`config.mk`:
```
export PLATFORM = sky130hd
export DESIGN_NAME = base64_text_decoder
export DESIGN_NICKNAME = d
export VERILOG_FILES = /design/src/rtl/b64d_pkg.sv /design/src/rtl/b64d_front.sv /design/src/rtl/b64d_fifo.sv /design/src/rtl/b64d_back.sv /design/src/rtl/base64_text_decoder.sv
export SDC_FILE = /design/constraint.sdc
export NUM_CORES = 1
export LEC_CHECK = 0
export BUFFER_PORTS_ARGS = -buffer_cell sky130_fd_sc_hd__buf_2
export CELL_PAD_IN_SITES_DETAIL_PLACEMENT = 1
export CELL_PAD_IN_SITES_GLOBAL_PLACEMENT = 2
export CORE_ASPECT_RATIO = 0.9
export CORE_UTILIZATION = 48
export CTS_CLUSTER_SIZE = 12
export DETAILED_ROUTE_END_ITERATION = 8
export GPL_TIMING_DRIVEN = 0
export HOLD_SLACK_MARGIN = 0.02
export PLACE_DENSITY_LB_ADDON = 0.1
export SLEW_MARGIN = 20
export SYNTH_ARGS = -nofsm -noshare
export SYNTH_HDL_FRONTEND = slang
export SYNTH_SLANG_ARGS = --single-unit
```
`constraint.sdc`:
```
create_clock -name clk -period 6.8 [get_ports clk]
set_input_delay 0 -clock clk [delete_from_list [all_inputs] [get_ports clk]]
set_output_delay 0 -clock clk [all_outputs]
set_load 0.01 [all_outputs]
```
`src/rtl/b64d_pkg.sv`:
```
// Shared types, character codes and the sextet lookup for the Base64 text decoder.
`default_nettype none
package b64d_pkg;

  localparam logic [7:0] CH_SPACE = 8'h20;
  localparam logic [7:0] CH_NL    = 8'h0A;
  localparam logic [7:0] CH_PAD   = 8'h3D;
  localparam logic [7:0] CH_PLUS  = 8'h2B;
  localparam logic [7:0] CH_SLASH = 8'h2F;
  localparam logic [7:0] CH_UA    = 8'h41;
  localparam logic [7:0] CH_UZ    = 8'h5A;
  localparam logic [7:0] CH_LA    = 8'h61;
  localparam logic [7:0] CH_LZ    = 8'h7A;
  localparam logic [7:0] CH_D0    = 8'h30;
  localparam logic [7:0] CH_D9    = 8'h39;
  localparam logic [5:0] SX_PLUS  = 6'h3E;
  localparam logic [5:0] SX_SLASH = 6'h3F;
  localparam logic [7:0] OFS_LOWER = 8'd26;
  localparam logic [7:0] OFS_DIGIT = 8'd52;

  localparam logic [1:0] NB_NONE = 2'd0;
  localparam logic [1:0] NB_ONE  = 2'd1;
  localparam logic [1:0] NB_TWO  = 2'd2;
  localparam logic [1:0] NB_FOUR_SLOT = 2'd3;

  // One request from front to back: up to three bytes, byte 0 in the low bits.
  typedef struct packed {
    logic        err;
    logic        done;
    logic [1:0]  nb;
    logic [23:0] bytes;
  } b64d_job_t;

  // Returns {ok, sextet}.
  function automatic logic [6:0] sextet_of(input logic [7:0] c);
    logic [7:0] t;
    logic [6:0] r;
    t = 8'd0;
    r = 7'd0;
    if (c >= CH_UA && c <= CH_UZ) begin
      t = c - CH_UA;
      r = {1'b1, t[5:0]};
    end else if (c >= CH_LA && c <= CH_LZ) begin
      t = c - CH_LA + OFS_LOWER;
      r = {1'b1, t[5:0]};
    end else if (c >= CH_D0 && c <= CH_D9) begin
      t = c - CH_D0 + OFS_DIGIT;
      r = {1'b1, t[5:0]};
    end else if (c == CH_PLUS) begin
      r = {1'b1, SX_PLUS};
    end else if (c == CH_SLASH) begin
      r = {1'b1, SX_SLASH};
    end
    return r;
  endfunction

endpackage
`default_nettype wire

```
`src/rtl/b64d_front.sv`:
```
// Front end: takes characters, keeps the decode state and issues byte requests.
`default_nettype none
module b64d_front (
  input  wire logic                clk,
  input  wire logic                rst,
  input  wire logic                in_valid,
  input  wire logic [7:0]          char_code,
  input  wire logic                first_of_text,
  input  wire logic                last_of_text,
  input  wire logic                q_full,
  output logic                     in_ready,
  output logic                     push,
  output b64d_pkg::b64d_job_t      job
);

  logic [23:0] acc, acc_next;
  logic [1:0]  slot, slot_next;
  logic        ended, ended_next;
  logic        err, err_next;

  logic [23:0] acc_c, acc_sh;
  logic [1:0]  slot_c, slot_inc;
  logic        ended_c, done;
  logic [6:0]  sx;
  logic [1:0]  nb;
  logic [23:0] bytes;

  assign in_ready = !q_full;

  always_comb begin
    acc_c    = first_of_text ? 24'd0 : acc;
    slot_c   = first_of_text ? 2'd0 : slot;
    ended_c  = first_of_text ? 1'b0 : ended;
    err_next = first_of_text ? 1'b0 : err;
    sx       = b64d_pkg::sextet_of(char_code);
    acc_sh   = {acc_c[17:0], sx[5:0]};
    slot_inc = slot_c + 2'd1;
    acc_next = acc_c;
    slot_next = slot_c;
    ended_next = ended_c;
    done  = 1'b0;
    nb    = b64d_pkg::NB_NONE;
    bytes = 24'd0;
    if (!ended_c) begin
      if (char_code == b64d_pkg::CH_SPACE || char_code == b64d_pkg::CH_NL) begin
        acc_next = acc_c;
      end else if (char_code == b64d_pkg::CH_PAD && slot_c == b64d_pkg::NB_FOUR_SLOT) begin
        bytes = {8'd0, acc_c[9:2], acc_c[17:10]};
        nb    = b64d_pkg::NB_TWO;
        done  = 1'b1;
      end else if (char_code == b64d_pkg::CH_PAD && slot_c == b64d_pkg::NB_TWO) begin
        bytes = {16'd0, acc_c[11:4]};
        nb    = b64d_pkg::NB_ONE;
        done  = 1'b1;
      end else begin
        if (!sx[6]) begin
          err_next = 1'b1;
        end
        acc_next  = acc_sh;
        slot_next = slot_inc;
        if (slot_inc == 2'd0) begin
          bytes    = {acc_sh[7:0], acc_sh[15:8], acc_sh[23:16]};
          nb       = b64d_pkg::NB_FOUR_SLOT;
          acc_next = 24'd0;
        end
      end
      if (!done && last_of_text) begin
        if (slot_next != 2'd0) begin
          err_next = 1'b1;
        end
        done = 1'b1;
      end
      if (done) begin
        ended_next = 1'b1;
        acc_next   = 24'd0;
        slot_next  = 2'd0;
      end
    end
  end

  assign push       = in_valid && in_ready && !ended_c && (nb != b64d_pkg::NB_NONE || done);
  assign job.err    = err_next;
  assign job.done   = done;
  assign job.nb     = nb;
  assign job.bytes  = bytes;

  always_ff @(posedge clk) begin
    if (rst) begin
      acc   <= 24'd0;
      slot  <= 2'd0;
      ended <= 1'b0;
      err   <= 1'b0;
    end else if (in_valid && in_ready) begin
      acc   <= acc_next;
      slot  <= slot_next;
      ended <= ended_next;
      err   <= err_next;
    end
  end

endmodule
`default_nettype wire

```
`src/rtl/b64d_fifo.sv`:
```
// Short request queue between the front and back ends.
`default_nettype none
module b64d_fifo #(
  parameter int DEPTH = 4
) (
  input  wire logic                clk,
  input  wire logic                rst,
  input  wire logic                push,
  input  wire b64d_pkg::b64d_job_t push_job,
  input  wire logic                pop,
  output logic                     full,
  output logic                     empty,
  output b64d_pkg::b64d_job_t      head
);

  localparam int PW = $clog2(DEPTH);
  localparam int CW = $clog2(DEPTH + 1);
  localparam logic [PW-1:0] LAST_PTR = PW'(DEPTH - 1);
  localparam logic [CW-1:0] FULL_CNT = CW'(DEPTH);

  b64d_pkg::b64d_job_t mem [DEPTH];
  logic [PW-1:0] wr_ptr, rd_ptr;
  logic [CW-1:0] count;

  assign full  = (count == FULL_CNT);
  assign empty = (count == '0);
  assign head  = mem[rd_ptr];

  always_ff @(posedge clk) begin
    if (push) begin
      mem[wr_ptr] <= push_job;
    end
  end

  always_ff @(posedge clk) begin
    if (rst) begin
      wr_ptr <= '0;
      rd_ptr <= '0;
      count  <= '0;
    end else begin
      if (push) begin
        wr_ptr <= (wr_ptr == LAST_PTR) ? '0 : wr_ptr + PW'(1);
      end
      if (pop) begin
        rd_ptr <= (rd_ptr == LAST_PTR) ? '0 : rd_ptr + PW'(1);
      end
      if (push && !pop) begin
        count <= count + CW'(1);
      end else if (pop && !push) begin
        count <= count - CW'(1);
      end
    end
  end

endmodule
`default_nettype wire

```
`src/rtl/b64d_back.sv`:
```
// Back end: splits each request into result items behind an output register.
`default_nettype none
module b64d_back (
  input  wire logic                clk,
  input  wire logic                rst,
  input  wire logic                q_empty,
  input  wire b64d_pkg::b64d_job_t head,
  output logic                     pop,
  input  wire logic                out_ready,
  output logic                     out_valid,
  output logic [7:0]               byte_value,
  output logic                     byte_valid,
  output logic                     run_last,
  output logic                     text_done,
  output logic                     error_seen
);

  logic [1:0] k;
  logic [1:0] last_k;
  logic       load, is_last;
  logic [7:0] sel_byte;

  always_comb begin
    last_k   = (head.nb == b64d_pkg::NB_NONE) ? 2'd0 : head.nb - 2'd1;
    is_last  = (k == last_k);
    case (k)
      2'd0:    sel_byte = head.bytes[7:0];
      2'd1:    sel_byte = head.bytes[15:8];
      2'd2:    sel_byte = head.bytes[23:16];
      default: sel_byte = 8'd0;
    endcase
  end

  assign load = !q_empty && (!out_valid || out_ready);
  assign pop  = load && is_last;

  always_ff @(posedge clk) begin
    if (rst) begin
      out_valid <= 1'b0;
      k         <= 2'd0;
    end else begin
      if (load) begin
        out_valid <= 1'b1;
        k         <= is_last ? 2'd0 : k + 2'd1;
      end else if (out_ready) begin
        out_valid <= 1'b0;
      end
    end
  end

  always_ff @(posedge clk) begin
    if (load) begin
      byte_valid <= (head.nb != b64d_pkg::NB_NONE);
      byte_value <= (head.nb == b64d_pkg::NB_NONE) ? 8'd0 : sel_byte;
      run_last   <= is_last;
      text_done  <= head.done;
      error_seen <= head.err;
    end
  end

endmodule
`default_nettype wire

```
`src/rtl/base64_text_decoder.sv`:
```
// Top level of the streaming Base64 text decoder.
//
//  channel  | dir | tdata            | tuser                                   | tlast
//  s_axis   | in  | [7:0] char_code  | [0] first_of_text                       | last_of_text
//  m_axis   | out | [7:0] byte_value | [0] byte_valid [1] text_done [2] error  | run_last
//
// One character is taken per cycle while the request queue has room.
// Each character gives zero to three results, sent from the output register one per
// cycle while m_axis_tready is high, after passing through the request queue.
// Reset clears the decode state, the queue and the output register.
// A stalled output fills the queue, then s_axis_tready drops.
`default_nettype none
module base64_text_decoder #(
  parameter int FIFO_DEPTH = 4
) (
  input  wire logic       clk,
  input  wire logic       rst,
  input  wire logic       s_axis_tvalid,
  output logic            s_axis_tready,
  input  wire logic [7:0] s_axis_tdata,   // [7:0] char_code
  input  wire logic       s_axis_tuser,   // [0] first_of_text
  input  wire logic       s_axis_tlast,
  output logic            m_axis_tvalid,
  input  wire logic       m_axis_tready,
  output logic [7:0]      m_axis_tdata,   // [7:0] byte_value
  output logic [2:0]      m_axis_tuser,   // [0] byte_valid, [1] text_done, [2] error_seen
  output logic            m_axis_tlast
);

  b64d_pkg::b64d_job_t job, head;
  logic push, pop, q_full, q_empty;

  b64d_front u_front (
    .clk           (clk),
    .rst           (rst),
    .in_valid      (s_axis_tvalid),
    .char_code     (s_axis_tdata),
    .first_of_text (s_axis_tuser),
    .last_of_text  (s_axis_tlast),
    .q_full        (q_full),
    .in_ready      (s_axis_tready),
    .push          (push),
    .job           (job)
  );

  b64d_fifo #(.DEPTH(FIFO_DEPTH)) u_fifo (
    .clk      (clk),
    .rst      (rst),
    .push     (push),
    .push_job (job),
    .pop      (pop),
    .full     (q_full),
    .empty    (q_empty),
    .head     (head)
  );

  b64d_back u_back (
    .clk        (clk),
    .rst        (rst),
    .q_empty    (q_empty),
    .head       (head),
    .pop        (pop),
    .out_ready  (m_axis_tready),
    .out_valid  (m_axis_tvalid),
    .byte_value (m_axis_tdata),
    .byte_valid (m_axis_tuser[0]),
    .run_last   (m_axis_tlast),
    .text_done  (m_axis_tuser[1]),
    .error_seen (m_axis_tuser[2])
  );

endmodule
`default_nettype wire

```
# Word-level counts from Yosys, hierarchy flattened
# Memory sizes are Yosys's and may differ from the RTL's. A register that Yosys moved wholly into a read port is not among the register bits.
# Index checks and enable logic that the tools add are counted.
# word_totals
regBits,50
mem_bits_rw,112
input_bits,14
wordCells,138
n_memories,1
# classes
n_addsub,12
order_cmp,6
n_eq_ne,13
mux,60
reduce_logical,32
# memory_table
memory,words,width,rd,rd_clocked_by_memory_dff,write_ports,line_no,rtl
u_fifo.mem,4,28,1,1,1,b64d_fifo.sv:21,b64d_pkg::b64d_job_t mem [DEPTH];
# op_table
cell,n
24-bit 2-to-1 mux,12
2-bit 2-to-1 mux,18
7-bit 2-to-1 mux,5
8-bit by 6-bit == test with 1-bit output (second input constant),4
8-bit case mux with 3 select lines,1
1-bit 2-to-1 mux,22
8-bit by 7-bit greater-or-equal comparator with 1-bit output (second input constant),2
8-bit by 7-bit less-or-equal comparator with 1-bit output (second input constant),2
1-bit logical AND,13
6-bit subtractor (second input constant),2
2-bit == test (second input constant),5
2-bit nonzero test,5
2-bit by 1-bit adder with 2-bit output (second input constant),4
8-bit by 4-bit == test with 1-bit output (second input constant),1
8-bit by 6-bit greater-or-equal comparator with 1-bit output (second input constant),1
8-bit by 6-bit less-or-equal comparator with 1-bit output (second input constant),1
1-bit zero test,7
6-bit by 5-bit adder with 6-bit output (second input constant),1
6-bit adder (second input constant),1
2-bit zero test,3
3-bit 2-to-1 mux,2
6-bit by 1-bit subtractor with 6-bit output (second input constant),1
3-bit by 1-bit adder with 3-bit output (second input constant),1
3-bit == test (second input constant),1
6 further kinds,8

# Longest topological paths before layout
# depth
word_depth,18
ltp_mapped,14

# By module
# Synthesis repeated with hierarchy kept, for this count alone.
# unflattened
hier_cells,512
area_unflattened_um2,7252.0
# modules_own_cells
module,instances,cells_each,area_per_inst_um2
b64d_fifo,1,190,4530.6
b64d_front,1,262,1976.9
b64d_back,1,60,744.5

# Worst setup path after synthesis
# Ideal clock, no wire load.
# synth_timing
path_kind,register to register
from,reg with a tool-made name
to,reg u_fifo.count[2]
setup_ns,0.070
t_arrival_ns,2.697
t_required_ns,6.730
path_slack_ns,4.032
path_stages_with_launch,13
path_cell_list,dfxtp_1 -> buf_6 -> mux4_2 -> or4b_1 -> o311ai_2 -> and2_4 -> inv_1 -> ha_1 -> inv_1 -> fa_1 -> xor2_1 -> or3_1 -> a21oi_1
# synth_lines
element,line_no,rtl
"end signal, assigned",b64d_fifo.sv:48,count <= count + CW'(1);
"end signal, assigned",b64d_fifo.sv:50,count <= count - CW'(1);
"end, declared",b64d_fifo.sv:23,logic [CW-1:0] count;

==> impl_summary.md <==
Worst setup path
The biggest fanout along the worst timing path is 10. The required time reported for the critical path endpoint is 7.15 ns. The signal on the critical path passes through clkbuf_1 -> mux4_2 -> or4b_1 -> o311ai_2 -> and2_4 -> inv_1 -> ha_1 -> inv_1 -> fa_1 -> xor2_1 -> or3_1 -> a21oi_1.

Data on the critical path arrives at its endpoint at 3.65 ns. The number of cells on the worst reg-to-reg path is 12. The critical path's most frequent cell is sky130_fd_sc_hd__inv_1. The worst setup path is of the reg -> reg kind. The slowest library cell on the worst path is sky130_fd_sc_hd__clkbuf_1. On the worst path, the slowest cell contributes a delay of 0.52 ns. STA classifies the critical path startpoint as a register. The worst setup path is captured at a register.

Pwr
For this design the total switching power over the nets is 0.839 mW. Combinational cells account for 23.9% of the total power. The power per cell area is 334 nW/um2. The worst-case IR drop observed on VDD is 0.195 mV. In this run, flip-flops and latches consume 42.8% of the power. The cell-internal power is 1.95 mW. The static leakage is 2.82 nW. The final total power is 2.79 mW. The switching part of the total is 30.1%. Per report_power, the clock group accounts for 33.3% of the total.

Clock network
The later pin in the worst-skew pair is clocked with a latency of 0.42 ns. The number of buffers added by the clock tree synthesis step is 17. The clock passes through at most 2 buffers. The quantity of gates resized following cts is 0. The CTS H-tree depth is 4. CTS saw 158 sinks.

The tree is rooted in a sky130_fd_sc_hd__clkbuf_16. The number of setup buffers added after CTS is 0. The hold-fix buffer count after cts is 3. The clock input transition at the sequential cells of the worst setup and hold paths is 0.07 ns.

The CTS tree is built.

STA
The final hold slack is 0.138 ns. The clock arrives with 0.0109 ns of skew. Setup repair after global routing left no endpoint under its margin. In this run the tightest slew margin relative to its limit is 49.0%.

The final max-slew violation count was 0. For the pin with the worst max-slew slack, the measured transition is 0.752 ns. Based on the critical path, the design can be clocked at up to 302 MHz.

After layout, the minimum clock period comes to 3.31 ns. Setup violations remaining at the end of the flow were counted as 0. The setup TNS after final layout is 0 ns. The number of hold-slack violations in the final timing report is 0. The post-route fraction of the period consumed by the critical path is 48.6%.

Placed design
The cell area reported after detailed placement is 7730 um2. The wire-length estimate of the detail-placed layout is 12200 um. The count of buffers inserted at the top-level ports is 26. The final weighted congestion in routability-driven placement is 0.888.

Logic synthesis
The share of the Yosys chip area taken by registers is 60.6%. The synthesized netlist occupies a cell area of 7260 um2. The most common flop cell mapped by yosys is sky130_fd_sc_hd__edfxtp_1. The register bit total from synthesis is 158.

The count of mapped cells out of synthesis is 539. The synthesized netlist net count is 577. The total number of yosys warnings is 0. The mean cell area of the mapped netlist is 13.5 um2. The fraction of registers with async set or reset after synthesis is 0%. Yosys mapped a number of flops with a built-in enable equal to 124. The number of different library cells used by synthesis comes to 58.

Die
For this configuration, the core starts out at a cell density of 49.2%. The number of primary I/O pins is 28. The die area is 15600 um2. The die extent in y is 119 um. The floorplan has 42 rows.

The total area inside the core boundary comes to 14800 um2. The die extent in x is 132 um.

Drt
The residual DRC count is 0. The number of iterations in the first detailed-routing pass is 5. The routed wirelength normalized by instance count is 22.2 um. The count of nets left with antenna violations once routing finished came out at 0. Detailed routing inserted a total of 4740 vias. After detailed routing, the number of vias per cell comes to 5.91.

The wire length reported by the detailed router is 17800 um. After the first detailed-routing iteration, the DRC count stood at 266.

Finish
The count of inserted antenna diode cells is 0. Summing all non-filler instances in the final layout gives an area of 8350 um2. The fill cell total of the finished layout is 1494.

Cells with a size suffix above 1 make up 18.4% of the layout. Compared with the post-synthesis result, the final layout area differs by 14.9%. The number of nets in the final layout is 629. In the final layout, the multi-input gates occupy 2660 um2. The storage element area is 4400 um2.

Worst hold path
The path class of the tightest hold or removal check is in -> reg. Along the worst hold path, the cell count comes to 3.

Global routing
The global-route wire length before repair is 28500 um. The via count of the first global-routing pass is 5014. The largest net degree at the start of global routing is 27. The total overflow left after global routing is 0. The global-route usage over all layers is 24.6%. The number of antenna violations at the first check in global routing is 0.

Flow run
Across the run, the number of max-cap violations was 0.

Outcome
The run finished with clean final reports.
## worst max-delay path, delay by kind of cell, from the launching register on
kind,cells,cell delay (ns)
muxes,1,0.46
xor gates and xnor gates,1,0.08
adders and majority gates,2,0.39
buffers and inverters,3,0.65
AOI/OAI and AO/OA,2,0.28
DFF,1,0.30
and+or+nand+nor,3,1.06
## state kept, by name, summed over array words and instances, names as in the netlist, 2 cells and up, named ones only
| name | cells |
|---|---|
| u_back.k | 2 |
| u_front.slot | 2 |
| u_fifo.wr_ptr | 2 |
| u_fifo.rd_ptr | 2 |
| u_back.byte_value | 8 |
| u_fifo.mem | 112 |
| u_front.acc | 18 |
| u_fifo.count | 3 |
## routing by layer
layer | share of wire, % | track usage, % | up-vias | routed length [um]
met1 | 45 | 32.5 | 2396 | 8040
met3 | 3.6 | 4.72 | 25 | 639
li1 | - | - | 2207 | -
met4 | 1.9 | 7.41 | 0 | 339
met2 | 49 | 41.2 | 112 | 8810
met5 | 0 | 0 | - | 0
## layout make-up
cell class,instances,share of cell area [%]
sequential,158,52.8
inverter,20,0.899
timing repair buffer,33,2.97
tap,198,2.97
clock inverter,15,1.87
clock buffer,17,5.10
buffer,28,1.56
multi-input combinational,333,31.9
## power groups by stage
stage | Clock, mW | Combinational, mW | Sequential, mW
floorplan | 0 | 0.449 | 1.22
global placement | 0 | 0.646 | 1.21
detailed placement | 0 | 0.669 | 1.21
CTS | 0.945 | 0.681 | 1.19
global route | 0.976 | 0.729 | 1.20
finish | 0.929 | 0.667 | 1.19
## through the flow
stage                     utilization [%]  setup WS, ns  cells
after floorplan                         -          4.03    539
after global placement               51.8          3.42    763
after detailed placement             52.4          3.51    767
after CTS                            56.5          3.44    802
after global routing                 56.5          3.29    802
final                                56.5          3.49    802
## synth_stat cells (all sizes together), types with 4 or more instances
cell type	number	area, um2
a211oi	4	30.0
a21oi	18	90.1
a22oi	29	218
a31oi	5	31.3
and2	7	46.3
and3	15	93.8
buf	11	66.3
clkbuf	17	63.8
dfxtp	34	681
edfxtp	124	3720
ha	23	288
inv	20	75.1
mux2i	5	50.1
mux4	28	646
nand2	32	120
nand2b	5	31.3
nand3	15	75.1
nor2	50	188
nor2b	8	50.1
nor3	13	81.3
nor4	4	25.0
o211ai	8	60.1
o21ai	10	50.1
or3	5	31.3
## cell usage in the layout (no fill, tap or decap), types with 8 or more instances in the layout
cell type                   count
sky130_fd_sc_hd__dfxtp_1       34
sky130_fd_sc_hd__a21oi_1       18
sky130_fd_sc_hd__ha_1          23
sky130_fd_sc_hd__nand3_1       15
sky130_fd_sc_hd__inv_1         20
sky130_fd_sc_hd__nand2_1       32
sky130_fd_sc_hd__edfxtp_1     124
sky130_fd_sc_hd__o211ai_1       8
sky130_fd_sc_hd__clkbuf_1      17
sky130_fd_sc_hd__o21ai_0       10
sky130_fd_sc_hd__buf_2         31
sky130_fd_sc_hd__nor3_1        11
sky130_fd_sc_hd__mux4_2        24
sky130_fd_sc_hd__a22oi_1       29
sky130_fd_sc_hd__nor2_1        50
sky130_fd_sc_hd__and3_1        15
sky130_fd_sc_hd__clkbuf_16     17
sky130_fd_sc_hd__nor2b_1        8
## kinds of logic after synthesis
family,share of synthesized area [%]
adders and majority gates,4.24
muxes,9.73
and+or+nand+nor,11.8
xor gates and xnor gates,0.603
buffers and inverters,2.82
DFF,60.6
AOI/OAI and AO/OA,10.2
## worst paths after layout
check | to | slack [ns] | startpoint
min | u_front.acc[1] | 0.14 | rst
max | u_fifo.count[2] | 3.49 | register
min reg2reg | u_back.out_valid | 0.48 | u_back.out_valid
max reg2reg | u_fifo.count[2] | 3.49 | register
No activity file was read; power rests on OpenSTA's default activity.
